`config.mk`:
```
export PLATFORM = sky130hd
export DESIGN_NAME = pushdown_automaton_recognizer_core_flat
export DESIGN_NICKNAME = d
export VERILOG_FILES = /design/src/pda_pkg.sv /design/src/pda_if.sv /design/src/pushdown_automaton_recognizer_core.sv /design/src/flat_wrapper.sv
export SDC_FILE = /design/constraint.sdc
export NUM_CORES = 2
export LEC_CHECK = 0
export ABC_AREA = 0
export BUFFER_PORTS_ARGS = -buffer_cell sky130_fd_sc_hd__buf_2
export CAP_MARGIN = 40
export CORE_UTILIZATION = 50
export DETAILED_ROUTE_END_ITERATION = 12
export GPL_ROUTABILITY_DRIVEN = 1
export PLACE_DENSITY = 0.64
export SYNTH_ARGS = -nofsm -noshare
export SYNTH_HDL_FRONTEND = slang
export SYNTH_MEMORY_MAX_BITS = 65536
export SYNTH_SLANG_ARGS = --single-unit
```
`constraint.sdc`:
```
create_clock -name i_clk -period 4.33 [get_ports i_clk]
set_input_delay 0.433 -clock i_clk [delete_from_list [all_inputs] [get_ports i_clk]]
set_output_delay 0.433 -clock i_clk [all_outputs]
set_load 0.01 [all_outputs]
```
`src/pda_pkg.sv`:
```
`default_nettype none
package pda_pkg;
    localparam logic [7:0] SYM_START  = 8'h7A;
    localparam logic [7:0] SYM_LAMBDA = 8'h6C;

    typedef enum logic [1:0] {
        OP_LOAD  = 2'd0,
        OP_BEGIN = 2'd1,
        OP_SYM   = 2'd2,
        OP_END   = 2'd3
    } t_op;

    typedef enum logic [2:0] {
        ST_DONE     = 3'd0,
        ST_ALIVE    = 3'd1,
        ST_DEAD     = 3'd2,
        ST_ACCEPTED = 3'd3,
        ST_REJECTED = 3'd4,
        ST_OVERFLOW = 3'd5
    } t_status;

    typedef enum logic [1:0] {
        MODE_EMPTY = 2'd0,
        MODE_FINAL = 2'd1,
        MODE_BOTH  = 2'd2
    } t_mode;

    localparam logic [1:0] CFG_INIT  = 2'd0;
    localparam logic [1:0] CFG_FINAL = 2'd1;
    localparam logic [1:0] CFG_MODE  = 2'd2;
    localparam logic [1:0] CFG_COUNT = 2'd3;

    typedef enum logic [3:0] {
        S_IDLE, S_TOPRD, S_TOPWAIT, S_SCAN, S_SCANWAIT, S_CHECK,
        S_PUSH, S_ENDRD, S_ENDWAIT, S_ENDCHK, S_OUT
    } t_fsm;

    typedef struct packed {
        logic [1:0]  operation;
        logic [5:0]  entry_index;
        logic [7:0]  symbol;
        logic [3:0]  entry_from_state;
        logic [3:0]  entry_to_state;
        logic [7:0]  entry_stack_top;
        logic [2:0]  entry_push_count;
        logic [31:0] entry_push_symbols;
    } t_in_word;

    typedef struct packed {
        logic [2:0] status;
        logic [3:0] current_state;
        logic [6:0] stack_level;
    } t_out_word;
endpackage
`default_nettype wire

```
`src/pda_if.sv`:
```
`default_nettype none
interface pda_if #(parameter type T = logic);
    logic valid;
    logic ready;
    T     payload;
    modport source (output valid, output payload, input ready);
    modport sink   (input valid, input payload, output ready);
endinterface
`default_nettype wire

```
`src/pushdown_automaton_recognizer_core.sv`:
```
`default_nettype none
// Pushdown recognizer. Load words fill the transition table, a begin word
// starts a word on stack 'z', symbol words step the automaton, the end word
// reports accept/reject. One word in flight at a time; the core is ready only
// while idle. A symbol word scans the table one entry at a time (read, wait,
// compare) from entry 0 until the first hit, then pushes one slot per step
// (push count saturated at four, lambda slots included). A miss ends the scan
// after L searched entries (L = transition_count, at most TABLE_ENTRIES).
// A symbol on a dead word or an empty stack skips the table scan, and an end
// word skips its stack check when the word is dead or the stack is empty.
// The result sits in its own output register until taken. The next word can
// be accepted meanwhile, but its result waits in S_OUT.
module pushdown_automaton_recognizer_core
    import pda_pkg::*;
#(
    parameter int TABLE_ENTRIES = 64,
    parameter int STACK_DEPTH   = 64,
    parameter int MAX_PUSH      = 4,
    parameter int STATE_COUNT   = 16
) (
    input  wire         i_clk,
    input  wire         i_rst_n,
    input  wire         i_cfg_we,
    input  wire  [1:0]  i_cfg_index,
    input  wire  [15:0] i_cfg_data,
    pda_if.sink         in_if,
    pda_if.source       out_if
);
    localparam int TW = (TABLE_ENTRIES > 1) ? $clog2(TABLE_ENTRIES) : 1;
    localparam int SW = $clog2(STACK_DEPTH);
    localparam int PW = $clog2(STACK_DEPTH + 1);
    localparam int NP = (MAX_PUSH < 4) ? MAX_PUSH : 4;

    // config registers
    logic [3:0]  r_init;
    logic [15:0] r_final;
    logic [1:0]  r_mode;
    logic [6:0]  r_count;
    always_ff @(posedge i_clk) begin
        if (!i_rst_n) begin
            r_init <= '0; r_final <= '0; r_mode <= '0; r_count <= '0;
        end else if (i_cfg_we) begin
            unique case (i_cfg_index)
                CFG_INIT:  r_init  <= i_cfg_data[3:0];
                CFG_FINAL: r_final <= i_cfg_data;
                CFG_MODE:  r_mode  <= i_cfg_data[1:0];
                CFG_COUNT: r_count <= i_cfg_data[6:0];
                default: ;
            endcase
        end
    end

    // transition memory: letter,from,to,top,count,bytes
    logic [58:0] m_tab [TABLE_ENTRIES];
    logic [7:0]  m_stk [STACK_DEPTH];

    t_fsm        r_fsm, n_fsm;
    logic [7:0]  r_sym;
    logic [3:0]  r_q;
    logic [PW-1:0] r_sp;
    logic        r_dead;
    logic [10:0] r_idx;
    logic [58:0] r_ent;
    logic [7:0]  r_top;
    logic [2:0]  r_k;
    logic [2:0]  r_status;
    logic        r_ovalid;
    t_out_word   r_opay;

    logic [10:0] limit;
    assign limit = (32'(r_count) < TABLE_ENTRIES) ? 11'(r_count) : 11'(TABLE_ENTRIES);

    // entry field slices
    logic [7:0] e_let, e_top;
    logic [3:0] e_from, e_to;
    logic [2:0] e_cnt;
    logic [31:0] e_bytes;
    assign {e_let, e_from, e_to, e_top, e_cnt, e_bytes} = r_ent;
    logic hit;
    assign hit = (e_let == r_sym) && (e_from == r_q) &&
                 ((e_top == r_top) || (e_top == SYM_LAMBDA));
    logic [2:0] npush;
    assign npush = (e_cnt > 3'(NP)) ? 3'(NP) : e_cnt;
    logic [7:0] pbyte;
    assign pbyte = e_bytes[8*r_k[1:0] +: 8];
    logic fin;
    assign fin = (32'(r_q) < STATE_COUNT) ? r_final[r_q] : 1'b0;

    assign in_if.ready    = (r_fsm == S_IDLE);
    assign out_if.valid   = r_ovalid;
    assign out_if.payload = r_opay;

    // next state
    always_comb begin
        n_fsm = r_fsm;
        unique case (r_fsm)
            S_IDLE: if (in_if.valid) begin
                unique case (t_op'(in_if.payload.operation))
                    OP_LOAD, OP_BEGIN: n_fsm = S_OUT;
                    OP_SYM: n_fsm = S_TOPRD;
                    OP_END: n_fsm = S_ENDRD;
                    default: n_fsm = S_OUT;
                endcase
            end
            S_TOPRD:    n_fsm = (r_dead || r_sp == '0) ? S_OUT : S_TOPWAIT;
            S_TOPWAIT:  n_fsm = S_SCAN;
            S_SCAN:     n_fsm = (r_idx >= limit) ? S_OUT : S_SCANWAIT;
            S_SCANWAIT: n_fsm = S_CHECK;
            S_CHECK:    n_fsm = hit ? S_PUSH : S_SCAN;
            S_PUSH: if (r_k >= npush) n_fsm = S_OUT;
                    else if (pbyte != SYM_LAMBDA && 32'(r_sp) >= STACK_DEPTH)
                        n_fsm = S_OUT;
            S_ENDRD:    n_fsm = (r_dead || r_sp == '0) ? S_OUT : S_ENDWAIT;
            S_ENDWAIT:  n_fsm = S_ENDCHK;
            S_ENDCHK:   n_fsm = S_OUT;
            S_OUT:      n_fsm = (!r_ovalid || out_if.ready) ? S_IDLE : S_OUT;
            default:    n_fsm = S_IDLE;
        endcase
    end

    always_ff @(posedge i_clk) begin
        if (!i_rst_n) r_fsm <= S_IDLE;
        else          r_fsm <= n_fsm;
    end

    // memory ports
    always_ff @(posedge i_clk) begin
        if (r_fsm == S_IDLE && in_if.valid &&
            in_if.payload.operation == OP_LOAD &&
            32'(in_if.payload.entry_index) < TABLE_ENTRIES)
            m_tab[TW'(in_if.payload.entry_index)] <= {in_if.payload.symbol,
                in_if.payload.entry_from_state, in_if.payload.entry_to_state,
                in_if.payload.entry_stack_top, in_if.payload.entry_push_count,
                in_if.payload.entry_push_symbols};
        if (r_fsm == S_SCAN) r_ent <= m_tab[TW'(r_idx)];
    end

    logic [PW-1:0] sp_m1;
    assign sp_m1 = r_sp - 1'b1;
    always_ff @(posedge i_clk) begin
        if (r_fsm == S_IDLE && in_if.valid && in_if.payload.operation == OP_BEGIN)
            m_stk[0] <= SYM_START;
        else if (r_fsm == S_PUSH && r_k < npush && pbyte != SYM_LAMBDA &&
                 32'(r_sp) < STACK_DEPTH)
            m_stk[SW'(r_sp)] <= pbyte;
        if (r_fsm == S_TOPRD || r_fsm == S_ENDRD) r_top <= m_stk[SW'(sp_m1)];
    end

    // datapath and control
    always_ff @(posedge i_clk) begin
        if (!i_rst_n) begin
            r_q <= '0; r_sp <= '0; r_dead <= 1'b0; r_ovalid <= 1'b0;
        end else begin
            // result register: load when free or being taken
            if (r_fsm == S_OUT && (!r_ovalid || out_if.ready)) begin
                r_ovalid <= 1'b1;
                r_opay   <= '{status: r_status, current_state: r_q,
                              stack_level: 7'(r_sp)};
            end else if (out_if.ready) r_ovalid <= 1'b0;
            unique case (r_fsm)
                S_IDLE: if (in_if.valid) begin
                    r_sym <= in_if.payload.symbol;
                    r_idx <= '0;
                    if (in_if.payload.operation == OP_LOAD) r_status <= ST_DONE;
                    if (in_if.payload.operation == OP_BEGIN) begin
                        r_q <= r_init; r_sp <= PW'(1); r_dead <= 1'b0;
                        r_status <= ST_ALIVE;
                    end
                end
                S_TOPRD: if (r_dead || r_sp == '0) begin
                    r_dead <= 1'b1; r_status <= ST_DEAD;
                end
                S_SCAN: if (r_idx >= limit) begin
                    r_dead <= 1'b1; r_status <= ST_DEAD;
                end
                S_CHECK: begin
                    r_idx <= r_idx + 1'b1;
                    if (hit) begin
                        r_q <= e_to; r_k <= '0;
                        if (e_top != SYM_LAMBDA) r_sp <= sp_m1;
                    end
                end
                S_PUSH: begin
                    if (r_k >= npush) r_status <= ST_ALIVE;
                    else if (pbyte != SYM_LAMBDA) begin
                        if (32'(r_sp) >= STACK_DEPTH) begin
                            r_dead <= 1'b1; r_status <= ST_OVERFLOW;
                        end else r_sp <= r_sp + 1'b1;
                    end
                    r_k <= r_k + 1'b1;
                end
                S_ENDRD: begin
                    r_dead <= 1'b1;
                    if (r_dead) r_status <= ST_REJECTED;
                    else if (r_mode == MODE_FINAL)
                        r_status <= fin ? ST_ACCEPTED : ST_REJECTED;
                    else if (r_mode != MODE_EMPTY && r_mode != MODE_BOTH)
                        r_status <= ST_REJECTED;
                    else if (r_sp == '0) r_status <= ST_REJECTED;
                end
                S_ENDCHK: begin
                    if (r_mode == MODE_EMPTY || r_mode == MODE_BOTH) begin
                        if (r_top != SYM_START) r_status <= ST_REJECTED;
                        else begin
                            r_sp <= sp_m1;
                            r_status <= ((sp_m1 == '0) &&
                                (r_mode == MODE_EMPTY || fin)) ?
                                ST_ACCEPTED : ST_REJECTED;
                        end
                    end
                end
                default: ;
            endcase
        end
    end
endmodule
`default_nettype wire

```
`src/flat_wrapper.sv`:
```
// flat-port wrapper written by rule: the top's interface ports become plain ports
module pushdown_automaton_recognizer_core_flat import pda_pkg::*;
#(
    parameter int TABLE_ENTRIES = 64,
    parameter int STACK_DEPTH   = 64,
    parameter int MAX_PUSH      = 4,
    parameter int STATE_COUNT   = 16
)
  (i_clk, i_rst_n, i_cfg_we, i_cfg_index, i_cfg_data, in_if_valid, in_if_payload, in_if_ready, out_if_valid, out_if_payload, out_if_ready);
  pda_if #(.T(t_in_word)) in_if_i ();
  pda_if #(.T(t_out_word)) out_if_i ();
  input  wire i_clk;
  input  wire i_rst_n;
  input  wire i_cfg_we;
  input  wire  [1:0] i_cfg_index;
  input  wire  [15:0] i_cfg_data;
  input wire logic [$bits(in_if_i.valid)-1:0] in_if_valid;
  input wire logic [$bits(in_if_i.payload)-1:0] in_if_payload;
  output wire logic [$bits(in_if_i.ready)-1:0] in_if_ready;
  output wire logic [$bits(out_if_i.valid)-1:0] out_if_valid;
  output wire logic [$bits(out_if_i.payload)-1:0] out_if_payload;
  input wire logic [$bits(out_if_i.ready)-1:0] out_if_ready;
  assign in_if_i.valid = in_if_valid;
  assign in_if_i.payload = in_if_payload;
  assign in_if_ready = in_if_i.ready;
  assign out_if_valid = out_if_i.valid;
  assign out_if_payload = out_if_i.payload;
  assign out_if_i.ready = out_if_ready;
  pushdown_automaton_recognizer_core #(.TABLE_ENTRIES(TABLE_ENTRIES), .STACK_DEPTH(STACK_DEPTH), .MAX_PUSH(MAX_PUSH), .STATE_COUNT(STATE_COUNT)) u_core (.i_clk(i_clk), .i_rst_n(i_rst_n), .i_cfg_we(i_cfg_we), .i_cfg_index(i_cfg_index), .i_cfg_data(i_cfg_data), .in_if(in_if_i), .out_if(out_if_i));
endmodule
```
# == Yosys cells after proc, flatten, opt, wreduce, memory -nomap -nowiden ==
# Memory sizes are Yosys's and may differ from the RTL's. A register that Yosys moved wholly into a read port is not among the register bits.
# Cells that the tools add are included.
# totals
mem_count,2
latch_bits,0
ramBits,4288
mem_bits_ro,0
out_inout_bits,16
reg_bits,85
elab_cells,190
# classes
muxes,69
add_sub_neg,4
n_lt_le_gt_ge,8
multipliers,0
eq_ne,43
n_reduce_logical,47
n_bitwise,0
shift,1
div_mod_pow,0
# memory_table
name,words,width,read_ports,rd_clocked_by_memory_dff,wr,line_no,rtl
u_core.m_tab,64,59,1,1,1,pushdown_automaton_recognizer_core.sv:54,logic [58:0] m_tab [TABLE_ENTRIES];
u_core.m_stk,64,8,1,1,1,pushdown_automaton_recognizer_core.sv:55,logic [7:0] m_stk [STACK_DEPTH];
# op_table
operator,n
$mux W7,10
$mux W3,19
$pmux W4 S11,1
$mux W4,9
$shiftx A32 B6 Y8,1
$pmux W7 S4,1
$ne A8 B7 Y1 const B,3
$pmux W11 S2,1
$reduce_and A10 Y1,2
$mux W1,18
$ne A2 B2 Y1 const B,9
$pmux W3 S6,1
$eq A4 B3 Y1 const B,4
$eq A8 B8 Y1,2
$logic_not A7 Y1,2
$lt A7 B7 Y1 const B,2
$eq A4 B4 Y1 const B,3
$logic_and A1 B1 Y1,12
$pmux W4 S3,1
$reduce_and A2 Y1,6
$add A11 B1 Y11 const B,1
$ge A11 B11 Y1,1
$mux W11,1
$eq A2 B2 Y1 const B,5
38 further kinds,57

# == Depth between registers and ports, before layout ==
# depth
ltp_word,11
depth_mapped,12

# == Worst setup path before layout ==
# Ideal clock, no wire load.
# synth_path
path_type,reg-to-reg
start,register u_core.r_fsm[1]
end,memory u_core.m_tab[60][0] (enable)
arrival_time_ns,4.302
path_slack_ns,-0.448
n_path_buf,1
setup_ns,0.476
t_required_ns,3.854
stages_incl_launch_ff,9
period_less_slack_ns,4.778
path_cell_list,dfxtp_1 clkbuf_1 nor2_1 nand2_1 inv_1 nand2_1 nor4_1 nand3b_1 nor2_1
# synth_via
elab_chain_cells,5
# synth_rtl
item,line_no,rtl
"start, declared",pushdown_automaton_recognizer_core.sv:57,"t_fsm r_fsm, n_fsm;"
"start signal, assigned",pushdown_automaton_recognizer_core.sv:123,else r_fsm <= n_fsm;
$logic_not A4 Y1,-,
via in_if_ready,flat_wrapper.sv:19,output wire logic [$bits(in_if_i.ready)-1:0] in_if_ready;
$logic_and A1 B1 Y1 (2 in a row),pushdown_automaton_recognizer_core.sv:128,if (r_fsm == S_IDLE && in_if.valid &&
$mux W1,pushdown_automaton_recognizer_core.sv:128,
$mux W1 (implied by the code),pushdown_automaton_recognizer_core.sv:131,"m_tab[TW'(in_if.payload.entry_index)] <= {in_if.payload.symbol,"
"end, declared",pushdown_automaton_recognizer_core.sv:54,
# The timed path passes the listed nets, and every way through them passes these cells.

# == Worst setup path in the final report ==
# layout_path
start,register u_core.r_fsm[0]
end,memory u_core.m_stk[13][5] (enable)
# layout_via
elab_chain_cells,9
word_cells_on_any_way,15
cone_classes,eq/ne: 1; mux: 7; reduce/logical: 7
# layout_rtl
item,line_no,rtl
$eq A4 B3 Y1,pushdown_automaton_recognizer_core.sv:143,else if (r_fsm == S_PUSH && r_k < npush && pbyte != SYM_LAMBDA &&
$logic_and A1 B1 Y1 (3 in a row),pushdown_automaton_recognizer_core.sv:143,
$mux W1,pushdown_automaton_recognizer_core.sv:143,
$mux W1,pushdown_automaton_recognizer_core.sv:141,if (r_fsm == S_IDLE && in_if.valid && in_if.payload.operation == OP_BEGIN)
$mux W1 (implied by the code),pushdown_automaton_recognizer_core.sv:145,m_stk[SW'(r_sp)] <= pbyte;
$reduce_or A8 Y1 (no source line),-,
$mux W6 (no source line) / $mux W1 (equally long branches),-,
"end, declared",pushdown_automaton_recognizer_core.sv:55,
# Several ways; a longest one is shown, not always the timed one.

==> reports/summary.md <==
Summing the areas of all compound-gate instances in the mapped netlist gives 0.343% of the synthesized area. The number of I/O port buffers is 105, and the via count of the first global-routing pass is 79107. The tools report the total CTS buffers as 436. The floorplan step set the die height to 584 um.

The share of the synthesized area in the top cell type is 77.8%, and the worst setup slack for register-to-register paths is 0.18 ns. Among all flip-flop cells after synthesis, the most frequent one is edfxtp_1. The logs give 131 for the pin count of the biggest net entering global routing and 449 mm for the total wire length. The logs give 26.4% for the aggregate global-route resource usage and 0 for the count of synthesis-stage warnings from yosys. Between clock sinks in the finished design, the worst skew comes to 0.0558 ns. For the max capacitance violation total, the log shows 0.

Measured on the finished design, the core utilization comes to 57.9%. The kind of critical path is reg -> reg. At the later pin of the worst-skew pair, clock insertion delay measures 0.97 ns. STA puts the critical path data arrival time at 4.80 ns. Synthesis produced a netlist with a net count of 6895. Synthesis produced 6789 cells. After synthesis, the most frequently instantiated cells are 4394 x edfxtp_1, 1419 x mux4_2, 191 x clkbuf_1. Of all cell types, the one taking the most synthesized area is edfxtp_1. The tools report the final HPWL from detailed placement as 232 mm. The worst path needs 4.15 ns of the cycle, external delays included. The portion of synthesized area spent on multiplexers is 19.0%.

The detail route stage leaves a number of antenna-violating nets equal to 0. For this configuration, the core starts out at a cell density of 50.3%. The largest driver fanout on the critical path is 15. The first global-routing pass estimated 626 mm of wire. The run finished with clean final reports. In this run switching power makes up 22.9% of total power. The worst register-to-register path ends at u_core.m_stk[13][5]$_DFFE_PP_. The average wire length per cell after detail routing was 36.4 um; the transition time of the tightest slew-check pin was 1.04 ns. The startpoint identified for the worst hold timing path is in_if_payload[66].

Number of buffers inserted to repair setup after CTS: 0. The endpoint class of the critical path was a register. The average footprint of a synthesized cell is 25.0 um^2, and the met2 usage in global routing is 42.0%.

The logs give 0 for the remaining global-route overflow and 0.241 GHz for the top achievable clock speed. The number of antenna violations at the first check in global routing came out at 32. The final hold violation count was 0. Number of H-tree levels: 5. The fraction of final layout cells sized beyond drive strength 1 is 33.6%. In the routed design, unresolved DRC markers number 0. Setup violations remaining at the end of the flow were counted as 0. For this run, global-route usage on met1 was measured as 38.0%.

For the non-filler instance count after layout, the log shows 12328. The sink of the worst hold path is u_core.r_dead$_SDFFE_PN0P_. The worst-case hold slack is 0.115 ns, and the power density normalized to cell area is 490 nW/um^2. The min-delay analysis places its worst path in the category in -> reg.

In this run the worst setup path begins at u_core.r_fsm[0]$_SDFFE_PN0P_. The largest family of logic cells by synthesized area was multiplexers. Routability-driven placement finished with a final weighted congestion of 0.806.

Using the TritonRoute via totals, the vias-per-cell ratio works out to 6.47. The XOR/XNOR share of the synthesized area came out at 0.201%. The area of the mapped netlist came out at 170000 um^2.

Global routing consumed, on the met3 layer, 5.07% of the routing resources. Max-slew violation count: 0. The simple-gate portion of the synthesized area was 1.07%; the share of the clock period used by the worst path after layout was 95.8%. The kind of start point of the critical path is a register.

During I/O placement, the number of pins put on the boundary was 106. After floorplanning, the core was divided into 213 placement rows. For the number of nets in the layout, the log shows 7542. The tightest slew margin relative to the limit is 30.6%. Setup repair after global routing left no endpoint under its margin.

The routed layout has 79801 vias. The buffer type at the clock tree root was clkbuf_16. Of the total power, registers draw 50.0%. Summing the areas of all fa, ha and maj instances in the mapped netlist gives 0.118% of the synthesized area.

For the largest voltage drop on the vdd net, the log shows 0.499 mV. The x dimension of the die works out to 584 um. Of all flip-flops after synthesis, the portion carrying an async set or reset was 0%. The first TritonRoute pass finished after 5 iterations. Cell internal power was estimated by the tool at 73.7 mW.

After clock tree synthesis, the clock-pin slew on the worst setup and hold paths is 0.06 ns. The data required time at the worst endpoint was 4.99 ns. Summed over all cells, the static leakage comes to 60.4 nW. Clock tree synthesis found a total of 4440 sinks.

The cell count of the worst reg-to-reg path is 10. The cell depth of the worst hold path was 5; the area enclosed by the die boundary was 341000 um^2. Post-CTS repair changed the size of 0 cells. The logs give 337000 um^2 for the area of the placeable core and 11247 for the number of DRC markers in iteration 0. The power after layout was 95.6 mW. Synthesis inferred 4440 register bits. Setup slack on the critical path of the routed design comes to 0.184 ns.

Summed over all nets, the switching power comes to 21.9 mW. met2 is the most crowded layer. For the clock group share of total power, the log shows 39.0%. By area the synthesized netlist is led by edfxtp_1 78%, mux4_2 19%, dfxtp_1 0.54%. In this run, the combinational gates consume 11.0% of the power. OpenSTA, run right after detailed placement, puts the worst setup slack at 0.304 ns.

The tools report the number of different library cells in the post-synthesis netlist as 59. The maximum clock path buffer count came out at 4. After synthesis, flip-flops and latches occupy 78.4% of the total area.

The area added between synthesis and finish came out at 15.1%. In this run the critical register-to-register path is launched from u_core.r_fsm[0]$_SDFFE_PN0P_. The number of flops mapped to enable cells by yosys is 4394. TritonCTS built the clock tree.

The most frequent cell after synthesis was edfxtp_1. The tools report the cell count after placement as 11422.
==> layout make-up <==
cell class,count,area (um^2)
well taps,4515,5650
clock buffers,522,11400
flip-flops and latches,4440,133000
inverters,15,58.8
fillers,23609,142000
diodes,11,27.5
repair buffers,562,6790
multi-input cells,1981,35700
clock inverters,282,2680
==> layout by cell type (no fill, tap or decap), types with 90 or more instances in the layout <==
| master | n |
|---|---|
| clkbuf_16 | 442 |
| clkinv_2 | 91 |
| mux4_2 | 1419 |
| buf_12 | 203 |
| nand2_1 | 90 |
| buf_4 | 179 |
| edfxtp_1 | 4394 |
| clkinv_1 | 105 |
| nor2_1 | 106 |
| buf_2 | 105 |
==> worst max path at each step <==
stage          cells after the start                       endpoint  slack (ns)
3_5_place_dp                      10  u_core.m_stk[39][5]$_DFFE_PP_        0.30
4_1_cts                           10  u_core.m_stk[13][5]$_DFFE_PP_        0.24
6_report                          10  u_core.m_stk[13][5]$_DFFE_PP_        0.18
3_3_place_gp                      10  u_core.m_stk[29][7]$_DFFE_PP_        0.27
2_1_floorplan                      8  u_core.m_tab[60][0]$_DFFE_PP_       -0.45
5_1_grt                            8  u_core.m_stk[42][4]$_DFFE_PP_        0.08
==> repair_timing <==
| item | 4_1_cts | 5_1_grt |
|---|---|---|
| hold buffers | 43 | 24 |
| setup endpoints to repair | 0 | 0 |
| endpoints found under the hold margin | 932 | 1262 |
==> flip-flops by register name (all words and copies together) (netlist names), 4 cells and up <==
signal / cells
u_core.r_sym: 8
u_core.r_ent: 59
u_core.out_if.payload: 14
u_core.r_idx: 11
u_core.r_q: 4
u_core.r_final: 16
u_core.r_count: 7
u_core.r_init: 4
u_core.m_stk: 512
u_core.r_fsm: 4
u_core.r_sp: 7
u_core.m_tab: 3776
u_core.r_top: 8
==> power groups by stage <==
| stage | Sequential, mW | Combinational [mW] | Clock, mW |
|---|---|---|---|
| finish | 47.8 | 10.5 | 37.3 |
| global route | 47.8 | 11.0 | 39.3 |
| CTS | 47.8 | 10.5 | 37.8 |
| detailed placement | 48.8 | 10.5 | 0 |
| global placement | 48.7 | 10.3 | 0 |
| floorplan | 48.6 | 7.14 | 0 |
==> cell families after synthesis <==
| logic type | Yosys count |
|---|---|
| flip-flops | 4440 |
| multiplexers | 1442 |
| AND/OR/NAND/NOR | 393 |
| buffers and inverters | 368 |
| AO/OA/AOI/OAI | 91 |
| XOR/XNOR | 39 |
| adder cells (fa/ha/maj) | 16 |
==> layer usage <==
metal	up-vias	share of wire, %	wire length, um
li1	30893	-	-
met1	43707	39	175000
met2	4491	49	218000
met3	696	9.7	43700
met4	14	2.7	12000
met5	-	0.020	88
==> metrics by stage <==
step / setup TNS [ns] / cell area [um^2]
finish: 0 / 195000
global route: 0 / 195000
CTS: 0 / 194000
detailed placement: 0 / 180000
global placement: 0 / 179000
floorplan: -1475.49 / 170000
==> worst max-delay path, cell delays in order (launching register included) <==
cell and delay, ns:
dfxtp_1 0.49, nand4bb_1 0.64, nor3_1 0.33, buf_4 0.15, o21ai_0 0.12, nor2b_1 0.69, buf_4 0.29, nand3_1 0.39
buf_12 0.36, nor2_1 0.16, buf_4 0.20
No activity file was read; power rests on OpenSTA's default activity.
